==> src/hw/rtl/sdr_pkg.sv <==
// Shared types, constants and helper functions for the scale degree to ratio block.
// Used by every module under hw/rtl; depends on nothing else.
package sdr_pkg;

  // Default upper bound on the number of steps in one scale cycle.
  localparam int MaxStepsDefault = 16;
  // Number of step slots held in the configuration registers.
  localparam int NumSlots = 16;
  // Fraction bits of the Q2.30 mantissa.
  localparam int FracBits = 30;
  // Shift that goes with the reciprocal table below.
  localparam int RecipShift = 22;

  // Base-2 log of the twelfth root of two, signed Q8.24.
  localparam logic signed [31:0] Log2BaseReset = 32'sd1398101;
  localparam logic [4:0] StepCountReset = 5'd12;
  // Four slots of 1.0 in Q8.8.
  localparam logic [63:0] StepsUnitReset = 64'h0100_0100_0100_0100;
  // Mantissa value 1.0 in Q2.30.
  localparam logic [31:0] MantOne = 32'h4000_0000;

  // Configuration register indexes.
  typedef enum logic [2:0] {
    REG_STEP_COUNT  = 3'd0,
    REG_LOG2_BASE   = 3'd1,
    REG_STEPS_0_3   = 3'd2,
    REG_STEPS_4_7   = 3'd3,
    REG_STEPS_8_11  = 3'd4,
    REG_STEPS_12_15 = 3'd5
  } sdr_reg_e;

  // Item leaving the divider: stage and remainder within the cycle.
  typedef struct packed {
    logic signed [15:0] stage;
    logic [4:0]         rem;
  } sdr_div_t;

  // Item leaving the exponent unit.
  typedef struct packed {
    logic signed [63:0] prod;
    logic signed [31:0] expo;
    logic signed [15:0] stage;
    logic               clip;
  } sdr_exp_t;

  // Reciprocal ceil(2^22 / n) for the step counts 1 to 31; exact floor
  // division of any 17-bit dividend.
  function automatic logic [22:0] sdr_recip(input logic [4:0] n);
    logic [22:0] r;
    case (n)
      5'd1:    r = 23'd4194304;
      5'd2:    r = 23'd2097152;
      5'd3:    r = 23'd1398102;
      5'd4:    r = 23'd1048576;
      5'd5:    r = 23'd838861;
      5'd6:    r = 23'd699051;
      5'd7:    r = 23'd599187;
      5'd8:    r = 23'd524288;
      5'd9:    r = 23'd466034;
      5'd10:   r = 23'd419431;
      5'd11:   r = 23'd381301;
      5'd12:   r = 23'd349526;
      5'd13:   r = 23'd322639;
      5'd14:   r = 23'd299594;
      5'd15:   r = 23'd279621;
      5'd16:   r = 23'd262144;
      5'd17:   r = 23'd246724;
      5'd18:   r = 23'd233017;
      5'd19:   r = 23'd220753;
      5'd20:   r = 23'd209716;
      5'd21:   r = 23'd199729;
      5'd22:   r = 23'd190651;
      5'd23:   r = 23'd182362;
      5'd24:   r = 23'd174763;
      5'd25:   r = 23'd167773;
      5'd26:   r = 23'd161320;
      5'd27:   r = 23'd155345;
      5'd28:   r = 23'd149797;
      5'd29:   r = 23'd144632;
      5'd30:   r = 23'd139811;
      5'd31:   r = 23'd135301;
      default: r = 23'd4194304;
    endcase
    return r;
  endfunction

  // Root constant for mantissa step i: T0 = 2^31, Ti = isqrt(T(i-1) * 2^30).
  // Evaluated only at elaboration.
  function automatic logic [31:0] sdr_root(input int i);
    logic [63:0] t;
    logic [63:0] x;
    logic [63:0] res;
    logic [63:0] bitv;
    t = 64'h8000_0000;
    for (int j = 1; j <= i; j++) begin
      x = t << FracBits;
      res = 64'd0;
      bitv = 64'h4000_0000_0000_0000;
      for (int b = 0; b < 32; b++) begin
        if (x >= res + bitv) begin
          x = x - (res + bitv);
          res = (res >> 1) + bitv;
        end else begin
          res = res >> 1;
        end
        bitv = bitv >> 2;
      end
      t = res;
    end
    return t[31:0];
  endfunction

endpackage

==> src/hw/rtl/sdr_divide.sv <==
// Two-stage floor division of the scale index by the step count.
// Depends on sdr_pkg for the reciprocal table and the result type.
module sdr_divide (
  input  logic                clk_i,
  input  logic                rst_ni,
  input  logic                en_i,
  input  logic                valid_i,
  input  logic signed [15:0]  scale_index_i,
  input  logic [4:0]          n_i,
  output logic                valid_o,
  output sdr_pkg::sdr_div_t   div_o
);
  import sdr_pkg::*;

  logic               neg;
  logic [16:0]        mag;
  logic [39:0]        prod;
  logic               v1_q;
  logic               neg_q;
  logic [16:0]        quo_q;
  logic signed [15:0] idx_q;
  logic signed [16:0] q17;
  logic signed [21:0] qn;
  logic signed [21:0] rfull;
  logic               v2_q;
  sdr_div_t           div_d;
  sdr_div_t           div_q;

  // Stage one: a negative index divides as -(|idx| + n - 1) so that the
  // quotient rounds toward minus infinity.
  always_comb begin
    neg = scale_index_i[15];
    if (neg) begin
      mag = 17'd0 - {scale_index_i[15], scale_index_i} + {12'd0, n_i} - 17'd1;
    end else begin
      mag = {1'b0, scale_index_i};
    end
    prod = {23'd0, mag} * {17'd0, sdr_recip(n_i)};
  end

  always_ff @(posedge clk_i or negedge rst_ni) begin
    if (!rst_ni) begin
      v1_q <= 1'b0;
    end else if (en_i) begin
      v1_q <= valid_i;
    end
  end

  always_ff @(posedge clk_i) begin
    if (en_i) begin
      neg_q <= neg;
      quo_q <= prod[RecipShift+16:RecipShift];
      idx_q <= scale_index_i;
    end
  end

  // Stage two: apply the sign and recover the remainder.
  always_comb begin
    q17 = neg_q ? $signed(17'd0 - quo_q) : $signed(quo_q);
    qn = $signed({{5{q17[16]}}, q17}) * $signed({17'd0, n_i});
    rfull = $signed({{6{idx_q[15]}}, idx_q}) - qn;
    div_d.stage = q17[15:0];
    div_d.rem = rfull[4:0];
  end

  always_ff @(posedge clk_i or negedge rst_ni) begin
    if (!rst_ni) begin
      v2_q <= 1'b0;
    end else if (en_i) begin
      v2_q <= v1_q;
    end
  end

  always_ff @(posedge clk_i) begin
    if (en_i) begin
      div_q <= div_d;
    end
  end

  assign valid_o = v2_q;
  assign div_o = div_q;

endmodule

==> config.mk <==
export PLATFORM = sky130hd
export DESIGN_NAME = sdr_divide
export DESIGN_NICKNAME = d
export VERILOG_FILES = /design/src/hw/rtl/sdr_pkg.sv /design/src/hw/rtl/sdr_divide.sv
export SDC_FILE = /design/constraint.sdc
export NUM_CORES = 1
export LEC_CHECK = 0
export CAP_MARGIN = 20
export CELL_PAD_IN_SITES_DETAIL_PLACEMENT = 1
export CELL_PAD_IN_SITES_GLOBAL_PLACEMENT = 1
export CORE_MARGIN = 4
export CORE_UTILIZATION = 35
export CTS_CLUSTER_DIAMETER = 50
export CTS_CLUSTER_SIZE = 28
export DETAILED_ROUTE_END_ITERATION = 8
export DONT_BUFFER_PORTS = 1
export GPL_TIMING_DRIVEN = 0
export HOLD_SLACK_MARGIN = 0.05
export MAX_ROUTING_LAYER = met4
export PLACE_DENSITY_LB_ADDON = 0.1
export SLEW_MARGIN = 25
export SYNTH_ARGS = -nofsm -noshare
export SYNTH_HDL_FRONTEND = slang
export SYNTH_SLANG_ARGS = --single-unit
==> constraint.sdc <==
create_clock -name clk_i -period 6 [get_ports clk_i]
set_input_delay 0.6 -clock clk_i [delete_from_list [all_inputs] [get_ports clk_i]]
set_output_delay 0.6 -clock clk_i [all_outputs]
set_load 0.01 [all_outputs]
* After elaboration in Yosys (flattened, before gate mapping)
Memories as Yosys holds them, arrays and structs flattened.
Cells that the tools add are included.
Widths: inputs -> output; s select.
** Operators by class
- Muxes and demuxes :: 2
- Add/sub/neg operators :: 5
- $mul :: 2
** Operator list (number)
- $mul 17x23->39 :: 1
- $mux 17 :: 2
- $add 17x5->17 :: 1
- $mul 17x6->5 :: 1
- $sub 1x16->17 const A :: 1
- $sub 1x17->17 const A :: 1
- $sub 17x1->17 const B :: 1
- $sub 5x5->5 :: 1
** Word-level totals
- Output and inout port bits :: 22
- Bits in registers :: 46
- Memories kept :: 1
- ROM bits :: 736
** Memories
- (name not given) :: words 32, bits a word 23, read ports 1, clocked after Yosys merged registers in 0, wr ports 0, line sdr_pkg.sv:50 : case (n)

* Longest topological paths before layout
Gate-level depths: netlist (run 1).
- Word-level depth :: 5
- Gate-level depth with buffers :: 33
- Gate-level depth less buffers :: 32

* Least setup slack after synthesis (run 1)
OpenSTA, ideal clock, no wires.
- Path kind :: in2reg
- Start :: in scale_index_i[0]
- End :: reg quo_q[15], data pin
- Required time :: 5.742 ns
- Setup time :: 0.258 ns
- Slack :: -1.941 ns
- Path buffers :: 1
- Stages :: 30
- Arrival :: 7.683 ns
- Cell sequence :: inv_1 ha_1 fa_1 a21o_1 a21oi_1 nor2b_1 o21bai_1 nand2_1 xnor2_1 clkbuf_1 nand2_1 fa_1 inv_1 fa_1 inv_1 fa_1 inv_1 fa_1 fa_1 inv_1 fa_1 inv_1 ha_1 or4_1 o311ai_1 a31oi_1 or4b_1 a31o_1 a21oi_2 xnor2_1
** On the way
- Cells in the longest elaborated chain, start to end :: 5
** Ends and longest elaborated chain
- start, declared :: line sdr_divide.sv:8 : input logic signed [15:0] scale_index_i,
- $sub 1x16->17 :: line sdr_divide.sv:34 : mag = 17'd0 - {scale_index_i[15], scale_index_i} + {12'd0, n_i} - 17'd1;
- $add 17x5->17 :: line sdr_divide.sv:34
- $sub 17x1->17 :: line sdr_divide.sv:34
- $mux 17 (*) :: line sdr_divide.sv:33 : if (neg) begin
- $mul 17x23->39 (*) :: line sdr_divide.sv:38 : prod = {23'd0, mag} * {17'd0, sdr_recip(n_i)};
- net prod[37] :: line sdr_divide.sv:17 : logic [39:0] prod;
- end signal, assigned :: line sdr_divide.sv:52 : quo_q <= prod[RecipShift+16:RecipShift];
- end, declared :: line sdr_divide.sv:20 : logic [16:0] quo_q;
Mark *: on every way through the listed nets, which the timed path passes. The rest lies on a longest branch.
A chain may end at the register's enable or synchronous reset.

* Final worst setup path (run 1)
- Start :: in scale_index_i[6]
- End :: reg quo_q[15], data pin
The elaborated chain is that of the path after synthesis.

==> flow_metrics.tcl, run 1 <==
set metrics [dict create \
    drt_iter0_drc 723 \
    synth-seq-area-share_pct 8.89 \
    slew_violations 0 \
    ys.flop_type "edfxtp_1" \
    grt_overflow 0 \
    ant_nets 0 \
    dr_total_vias 11900 \
    maxCapViolations 0 \
    min_period_ns 7.74 \
    synth_top_family_by_area "adder cells" \
    grt_pass1_wl_um 80900 \
    gp_congestion 0.884 \
    fin_worst_skew_ns 0.00519 \
    fmax_mhz 129 \
    syn_to_final_growth_pct 18.2 \
    hold_violations 0 \
    fp.dieW_um 216 \
    synth-adder-area-share_pct 52.5 \
    fin_nets 2310 \
    final_common_cell "inv_1" \
    core_area_um2 42300 \
    place_ws_ns -3.79 \
    setup_ws_ns -1.74 \
    die-area_um2 46500 \
    drc 0 \
    ys_types 57 \
    cts.sinks 45 \
    die_y_um 216 \
    status "finished, violations left" \
    cp.required_ns 6.04 \
    cts_htree_levels 2 \
    critPathLaunchType "input port" \
    clk_latency_ns 0.29 \
    via_per_inst 4.90 \
    finalSetupTns_ns -24.72 \
    grt_use_total_pct 23.4 \
    worstMarginPinSlew_ns 0.786 \
    cts_tree "built" \
    first_global_vias 13400 \
    critPathArrivalTime_ns 7.78 \
    syn_area_per_cell_um2 8.70 \
    synth-compound-area-share_pct 6.50 \
    hp-class "input port to flop" \
    synth_edf_count 43 \
    ys_ff_latch 45 \
    wl_um 51600 \
    cts_made_buffers 5 \
    path_class "input port to flop" \
    synth_simple_gate_area_share_pct 15.7 \
    numPortBuffers 0 \
    rsz0062_at_grt "yes" \
    cts_buffer_depth 2 \
    antenna_found_initial 3 \
    synthArstFlopShare_pct 4.44 \
    cts-root-buf "clkbuf_16" \
    stdcell_count 2419 \
    violations "setup timing" \
    drt_pass1_iterations 6 \
    cp_max_fo 9 \
    wire_per_inst_um 21.3 \
    finish.utilization_pct 42.1 \
    synth-xor-area-share_pct 3.83 \
    rows 75 \
    min_period_over_period_pct 129 \
    synthCells 1735 \
    boundaryPins 47 \
    grt_max_degree 46 \
    synth_area_um2 15100 \
    mostFrequentLayoutCells "402 x inv_1, 312 x fa_1, 308 x nand2_1" \
    finalSetupViolCount 16 \
    critPathCaptureType "flop" \
    initial_core_util_pct 35.7 \
    muxShareOfSynthArea_pct 0.415 \
    clk_pin_slew_ns 0.06 \
    dp.cells 2334 \
    hpwl_um 41900 \
    slew-limit-headroom_pct 47.6 \
    ys_warn_count 0 \
    drive_gt1_share_pct 14.4 \
]
[what timing repair did]
item	CTS	global route
endpoints found under the hold margin	2	0
gates cloned	1	0
setup endpoints to repair	16	16
hold buffers	1	0
resized for setup	193	35
buffers inserted	60	16
pin swaps	30	22
[synthesized netlist by cell type, drive strengths merged (5+ instances only)]
cell type  count  area [µm²]
o21ai         44         220
clkbuf        66         248
inv          414        1550
nand2        319        1200
nor3          10        50.1
o21a           5        37.5
fa           315        6310
a21oi         49         249
ha           129        1610
a21o          10        75.1
buf            6        25.0
xor2          12         105
and2          94         588
nor2b          9        56.3
edfxtp        43        1290
nor2          59         221
nand3          9        45.0
o31ai          9        67.6
xnor2         54         473
o21bai         5        37.5
[metrics by stage]
stage | area, µm² | hold slack, ns
6_report | 17800 | 0.403
5_1_grt | 17800 | 0.382
4_1_cts | 17600 | 0.393
3_5_place_dp | 16100 | 0.304
3_3_place_gp | 16100 | 0.304
2_1_floorplan | 15400 | 0.304
[logic make-up (layout without fill, tap and decap cells)]
logic type | count (synthesis) | after routing
compound gates | 157 | 157
xor+xnor | 66 | 66
fa+ha+maj | 444 | 444
buf+inv | 486 | 573
flops | 45 | 45
mux | 6 | 6
other cells | 2 | 22
simple gates | 529 | 529
[worst max-delay path, cell delays in order]
cell and delay [ns]:
or4_1 0.62, nor2_1 0.21, o311ai_4 0.18, buf_6 0.16, buf_4 0.13, nor4b_4 0.31, buf_4 0.22, and2_1 0.16
fa_1 0.45, fa_1 0.54, fa_1 0.61, fa_1 0.45, fa_1 0.50, inv_1 0.05, fa_1 0.49, inv_2 0.05
ha_4 0.17, or4_4 0.54, o311ai_4 0.15, a31oi_4 0.20, or4b_4 0.55, a31o_4 0.24, a21oi_2 0.12, xnor2_1 0.07
[path summary, 6_finish.rpt]
kind	from	to	slack (ns)	depth (start not counted)
max	scale_index_i[6]	quo_q[15]	-1.74	24
min	scale_index_i[15]	neg_q	0.40	0
max reg2reg	quo_q[0]	div_o[4]	1.78	15
min reg2reg	v1_q	valid_o	0.52	1
max in group asynchronous	rst_ni	v1_q	5.33	1
min in group asynchronous	rst_ni	valid_o	0.54	1
[final cells by class]
| cell class | instances | area [µm²] |
|---|---|---|
| diodes | 1 | 2.50 |
| inverters | 414 | 1580 |
| flip-flops and latches | 45 | 1340 |
| clock inverters | 2 | 13.8 |
| multi-input cells | 1223 | 12700 |
| repair buffers | 81 | 693 |
| clock buffers | 5 | 125 |
| plain buffers | 71 | 614 |
| fillers | 4932 | 24500 |
| well taps | 577 | 722 |
[registers in the layout, summed over array words and instances (netlist names)]
signal   cells
div_o       21
quo_q       16
idx_q        5
neg_q        1
v1_q         1
valid_o      1
[routing by layer]
layer | track usage [%] | share of wire, % | up-vias | wire (µm)
li1 | - | - | 5370 | -
met1 | 31.5 | 46 | 6277 | 23600
met2 | 40.0 | 50 | 185 | 25600
met3 | 2.38 | 3.3 | 32 | 1700
met4 | 2.28 | 1.3 | 0 | 663
met5 | - | 0 | - | 0
Power of run 1 is left out: the tool's default activity adds up to more than one toggle a clock period on the data nets, which glitch-free logic cannot reach.
==> inputs of run 2 (changes only) <==
--- a/config.mk
+++ b/config.mk
@@ -18,6 +18,7 @@
 export HOLD_SLACK_MARGIN = 0.05
 export MAX_ROUTING_LAYER = met4
 export PLACE_DENSITY_LB_ADDON = 0.1
+export REMOVE_ABC_BUFFERS = 1
 export SLEW_MARGIN = 25
 export SYNTH_ARGS = -nofsm -noshare
 export SYNTH_HDL_FRONTEND = slang
==> run 2 against run 1 <==
Compared with the run above: via count shrank 2.8%; non-clock buffer count shrank 44; cell count shrank 1.7%; utilization shrank 0.17 points; the run still ends with setup timing left; critical path depth grew 7.
==> flow_metrics.tcl, run 2 (synthesized netlist as in run 1, its figures left out) <==
set metrics [dict create \
    initial_core_util_pct 35.7 \
    fill_cells 4872 \
    cts-root-buf "clkbuf_16" \
    fin_nets 2266 \
    cts_buffer_depth 2 \
    grt_max_degree 57 \
    ant_nets 0 \
    grt_pass1_wl_um 73900 \
    reg2reg_depth 15 \
    grt_use_total_pct 20.8 \
    boundaryPins 47 \
    cts.sinks 45 \
    fp.dieW_um 216 \
    path_class "input port to flop" \
    status "finished, violations left" \
    place_area_um2 16300 \
    min_period_over_period_pct 133 \
    violations "setup timing" \
    rows 75 \
    fin_worst_skew_ns 0.00568 \
    first_global_vias 12700 \
    hold_violations 0 \
    post-route-cell-area_um2 17800 \
    worstMarginPinSlew_ns 0.730 \
    finalSetupTns_ns -27.37 \
    largest_reg_flops 21 \
    slew-limit-headroom_pct 50.3 \
    setup_ws_ns -1.96 \
    dp.cells 2291 \
    drc 0 \
    rsz0062_at_grt "yes" \
    antenna_found_initial 2 \
    critPathCaptureType "flop" \
    slew_violations 0 \
    syn_to_final_growth_pct 17.7 \
    core_area_um2 42300 \
    grt_overflow 0 \
    layout.area.seq_um2 1340 \
    min_period_ns 7.96 \
    cp.required_ns 6.03 \
    finalSetupViolCount 16 \
    clk_pin_slew_ns 0.06 \
    critPathMostFrequentCell "fa_1" \
    via_per_inst 4.85 \
    clk_latency_ns 0.28 \
    hp-class "input port to flop" \
    critPathArrivalTime_ns 7.99 \
    hpwl_um 36300 \
    drive_gt1_share_pct 13.5 \
    drt_pass1_iterations 5 \
    crit_slowest_cell "or4b_4" \
    mostFrequentLayoutCells "405 x inv_1, 309 x fa_1, 308 x nand2_1" \
    critPathLaunchType "input port" \
    fmax_mhz 126 \
    cts_tree "built" \
    cts_htree_levels 2 \
    die-area_um2 46500 \
    die_y_um 216 \
    multi_input_area_um2 12800 \
    maxCapViolations 0 \
    place_ws_ns -3.35 \
    hold_path_depth 0 \
    stdcell_count 2377 \
    final_common_cell "inv_1" \
    wl_um 46700 \
    wire_per_inst_um 19.7 \
    numPortBuffers 0 \
    dr_total_vias 11500 \
    cpPeakStageDelay_ns 0.58 \
    gp_congestion 0.823 \
    cp_max_fo 6 \
    cts_made_buffers 5 \
    drt_iter0_drc 491 \
]
## run 2: cell types whose count changed in the layout (fill, tap and decap cells not counted), moves of 4 or more
cell / change
clkbuf_1: -12
buf_4: -4
buf_6: +7
buf_16: +5
o21ai_4: +4
clkbuf_2: -16
clkbuf_8: -14
clkbuf_4: -15
buf_12: +4
buf_8: +8
clkbuf_16: -5
## run 2: repair_timing
action,CTS,global route
buffers inserted,53,22
resized for setup,100,46
endpoints found under the setup margin,16,16
gates cloned,0,1
endpoints found under the hold margin,2,0
hold buffers,1,0
pin swaps,71,48
## run 2: path summary, 6_finish.rpt
kind,startpoint,to,slack (ns)
worst max-delay path,scale_index_i[0],quo_q[15],-1.96
min in group asynchronous,rst_ni,valid_o,0.55
worst max register to register,quo_q[0],div_o[4],1.88
worst min register to register,v1_q,valid_o,0.53
max in group asynchronous,rst_ni,v1_q,5.32
worst min-delay path,scale_index_i[1],idx_q[1],0.41
## run 2: area by class of cell
class | instances | area share, %
Multi-Input combinational cell | 1223 | 72.3
Inverter | 414 | 8.79
Sequential cell | 45 | 7.55
Timing Repair Buffer | 108 | 6.36
Tap cell | 577 | 4.06
Clock buffer | 6 | 0.726
Clock inverter | 2 | 0.218
Antenna cell | 2 | 0.0282
## run 2: worst max-delay path, delay by kind of cell
kind                     cells  cell delay (ns)
adder cells (fa/ha/maj)      9             3.74
AO/OA/AOI/OAI                8             1.33
AND/OR/NAND/NOR              4             1.22
buffers and inverters        8             0.80
XOR/XNOR                     2             0.27
## run 2: stage by stage
step / util (%) / hold WS, ns
final: 42.0 / 0.414
after CTS: 41.0 / 0.405
after floorplan: - / 0.304
after global routing: 42.0 / 0.394
after detailed placement: 38.5 / 0.304
after global placement: 36.9 / 0.304
## run 2: layer usage
layer,share of wire [%],global-route usage (%),up-vias
li1,-,-,5281
met5,0,-,-
met4,1.4,2.40,0
met2,49,34.7,177
met3,3.8,2.80,32
met1,46,28.2,6036
Power of run 2 is left out for the same reason.
==> inputs of run 3 (changes only) <==
--- a/config.mk
+++ b/config.mk
@@ -17,7 +17,7 @@
 export GPL_TIMING_DRIVEN = 0
 export HOLD_SLACK_MARGIN = 0.05
 export MAX_ROUTING_LAYER = met4
-export PLACE_DENSITY_LB_ADDON = 0.1
+export PLACE_DENSITY = 0.61
 export REMOVE_ABC_BUFFERS = 1
 export SLEW_MARGIN = 25
 export SYNTH_ARGS = -nofsm -noshare
==> run 3 against run 2 <==
Compared with the run above: the run still ends with setup timing left; die area did not move; clock skew fell by 0.0038 ns; utilization rose by 0.31 points; worst setup slack improved by 0.20 ns; design area rose by 0.74%; first-iteration DRC count rose by 3.9%; non-clock buffer count fell by 2; global-route usage rose by 0.45 points; hold slack got worse by 0.0067 ns; critical path type unchanged; critical endpoint unchanged.
==> flow_metrics.tcl, run 3 (synthesized netlist as in run 1, its figures left out) <==
set metrics [dict create \
    slew-limit-headroom_pct 50.6 \
    core_area_um2 42300 \
    hpwl_um 37000 \
    via_per_inst 4.97 \
    critPathCaptureType "flop" \
    place_area_um2 16400 \
    crit_buf_inv 5 \
    dr_total_vias 11800 \
    cpPeakStageDelay_ns 0.62 \
    worstMarginPinSlew_ns 0.735 \
    rows 75 \
    ant_nets 0 \
    antenna_found_initial 0 \
    crit_cells 24 \
    path_class "input port to flop" \
    violations "setup timing" \
    stdcell_count 2373 \
    rsz0062_at_grt "yes" \
    critPathArrivalTime_ns 7.79 \
    clk_pin_slew_ns 0.06 \
    final_common_cell "inv_1" \
    reg2reg_depth 15 \
    initial_core_util_pct 35.7 \
    finalSetupTns_ns -25.16 \
    fin_nets 2264 \
    cp_max_fo 10 \
    fmax_mhz 129 \
    grt_max_degree 57 \
    cts_buffer_depth 2 \
    cts.sinks 45 \
    wire_per_inst_um 20.0 \
    numPortBuffers 0 \
    gp_congestion 0.845 \
    cp.required_ns 6.04 \
    status "finished, violations left" \
    grt_use_total_pct 21.3 \
    grt_overflow 0 \
    fin_worst_skew_ns 0.00185 \
    hp-class "input port to flop" \
    cts_htree_levels 2 \
    die_y_um 216 \
    hold_path_depth 0 \
    setup_ws_ns -1.75 \
    drc 0 \
    drt_iter0_drc 510 \
    clk_latency_ns 0.29 \
    drive_gt1_share_pct 14.5 \
    grt_pass1_wl_um 75700 \
    dp.cells 2296 \
    maxCapViolations 0 \
    crit_slowest_cell "or4_1" \
    drt_pass1_iterations 5 \
    cpLargestDelayFamily "adder cells" \
    largest_reg_flops 21 \
    first_global_vias 13400 \
    critPathMostFrequentCell "fa_1" \
    finalSetupViolCount 16 \
    hold_violations 0 \
    diodes 0 \
    mostFrequentLayoutCells "394 x inv_1, 311 x nand2_1, 303 x fa_1" \
    cp_cell_sequence "or4_1 > nor2_2 > o311ai_4 > buf_4 > nor4b_4 > buf_4 > buf_6 > and2_1 > fa_1 > fa_1 > fa_2 > fa_1 > fa_1 > inv_2 > fa_1 > inv_2 > ha_4 > or4_4 > o311ai_4 > a31oi_4 > or4b_4 > a31o_4 > a21oi_2 > xnor2_1" \
    cts_made_buffers 5 \
    cts-root-buf "clkbuf_16" \
    boundaryPins 47 \
    wl_um 47400 \
    slew_violations 0 \
    min_period_over_period_pct 129 \
    cts_tree "built" \
    fp.dieW_um 216 \
    critPathLaunchType "input port" \
    syn_to_final_growth_pct 18.6 \
    die-area_um2 46500 \
    min_period_ns 7.75 \
    post-route-cell-area_um2 17900 \
]
[run 3: path summary, 6_finish.rpt]
kind,slack (ns),to,start
hold reg to reg,0.52,v1_q,v1_q
min in group asynchronous,0.55,v1_q,rst_ni
hold / removal,0.41,idx_q[1],scale_index_i[1]
setup / recovery,-1.75,quo_q[15],scale_index_i[6]
max in group asynchronous,5.32,valid_o,rst_ni
setup reg to reg,1.91,div_o[4],quo_q[0]
[run 3: through the flow]
step	utilization (%)	worst slack (ns)	hold WS, ns
global placement	36.9	-4.83	0.304
global route	42.3	-1.93	0.391
floorplan	-	-2.38	0.304
detailed placement	38.8	-3.61	0.304
finish	42.3	-1.75	0.407
CTS	41.5	-1.67	0.399
[run 3: cell type report]
class	instances	area (µm²)
sequential	45	1340
fill	4861	24400
tap	577	722
timing repair buffer	106	1260
clock buffer	5	125
multi-input combinational	1223	12900
inverter	414	1570
clock inverter	3	17.5
[run 3: routing by layer]
metal / vias up / global-route usage (%) / wire length (µm)
li1: 5279 / - / -
met1: 6270 / 28.4 / 21200
met2: 192 / 35.8 / 23500
met3: 59 / 1.77 / 1570
met4: 0 / 4.40 / 1120
met5: - / - / 0
[run 3: worst register-to-register path, delay by kind of cell, from the launching register on]
family / cells / cell delay, ns
adder cells (fa/ha/maj): 6 / 1.84
XOR/XNOR: 4 / 0.74
flip-flops: 1 / 0.51
buffers and inverters: 2 / 0.20
AND/OR/NAND/NOR: 2 / 0.37
AO/OA/AOI/OAI: 1 / 0.19
[run 3: timing repair]
action                     CTS  global route
gates cloned                 1             0
setup buffers               53            15
pin swaps                   68            40
hold endpoints to repair     2             0
hold buffers                 1             0
gates resized for setup    108            63
setup endpoints to repair   16            16
Power of run 3 is left out for the same reason.
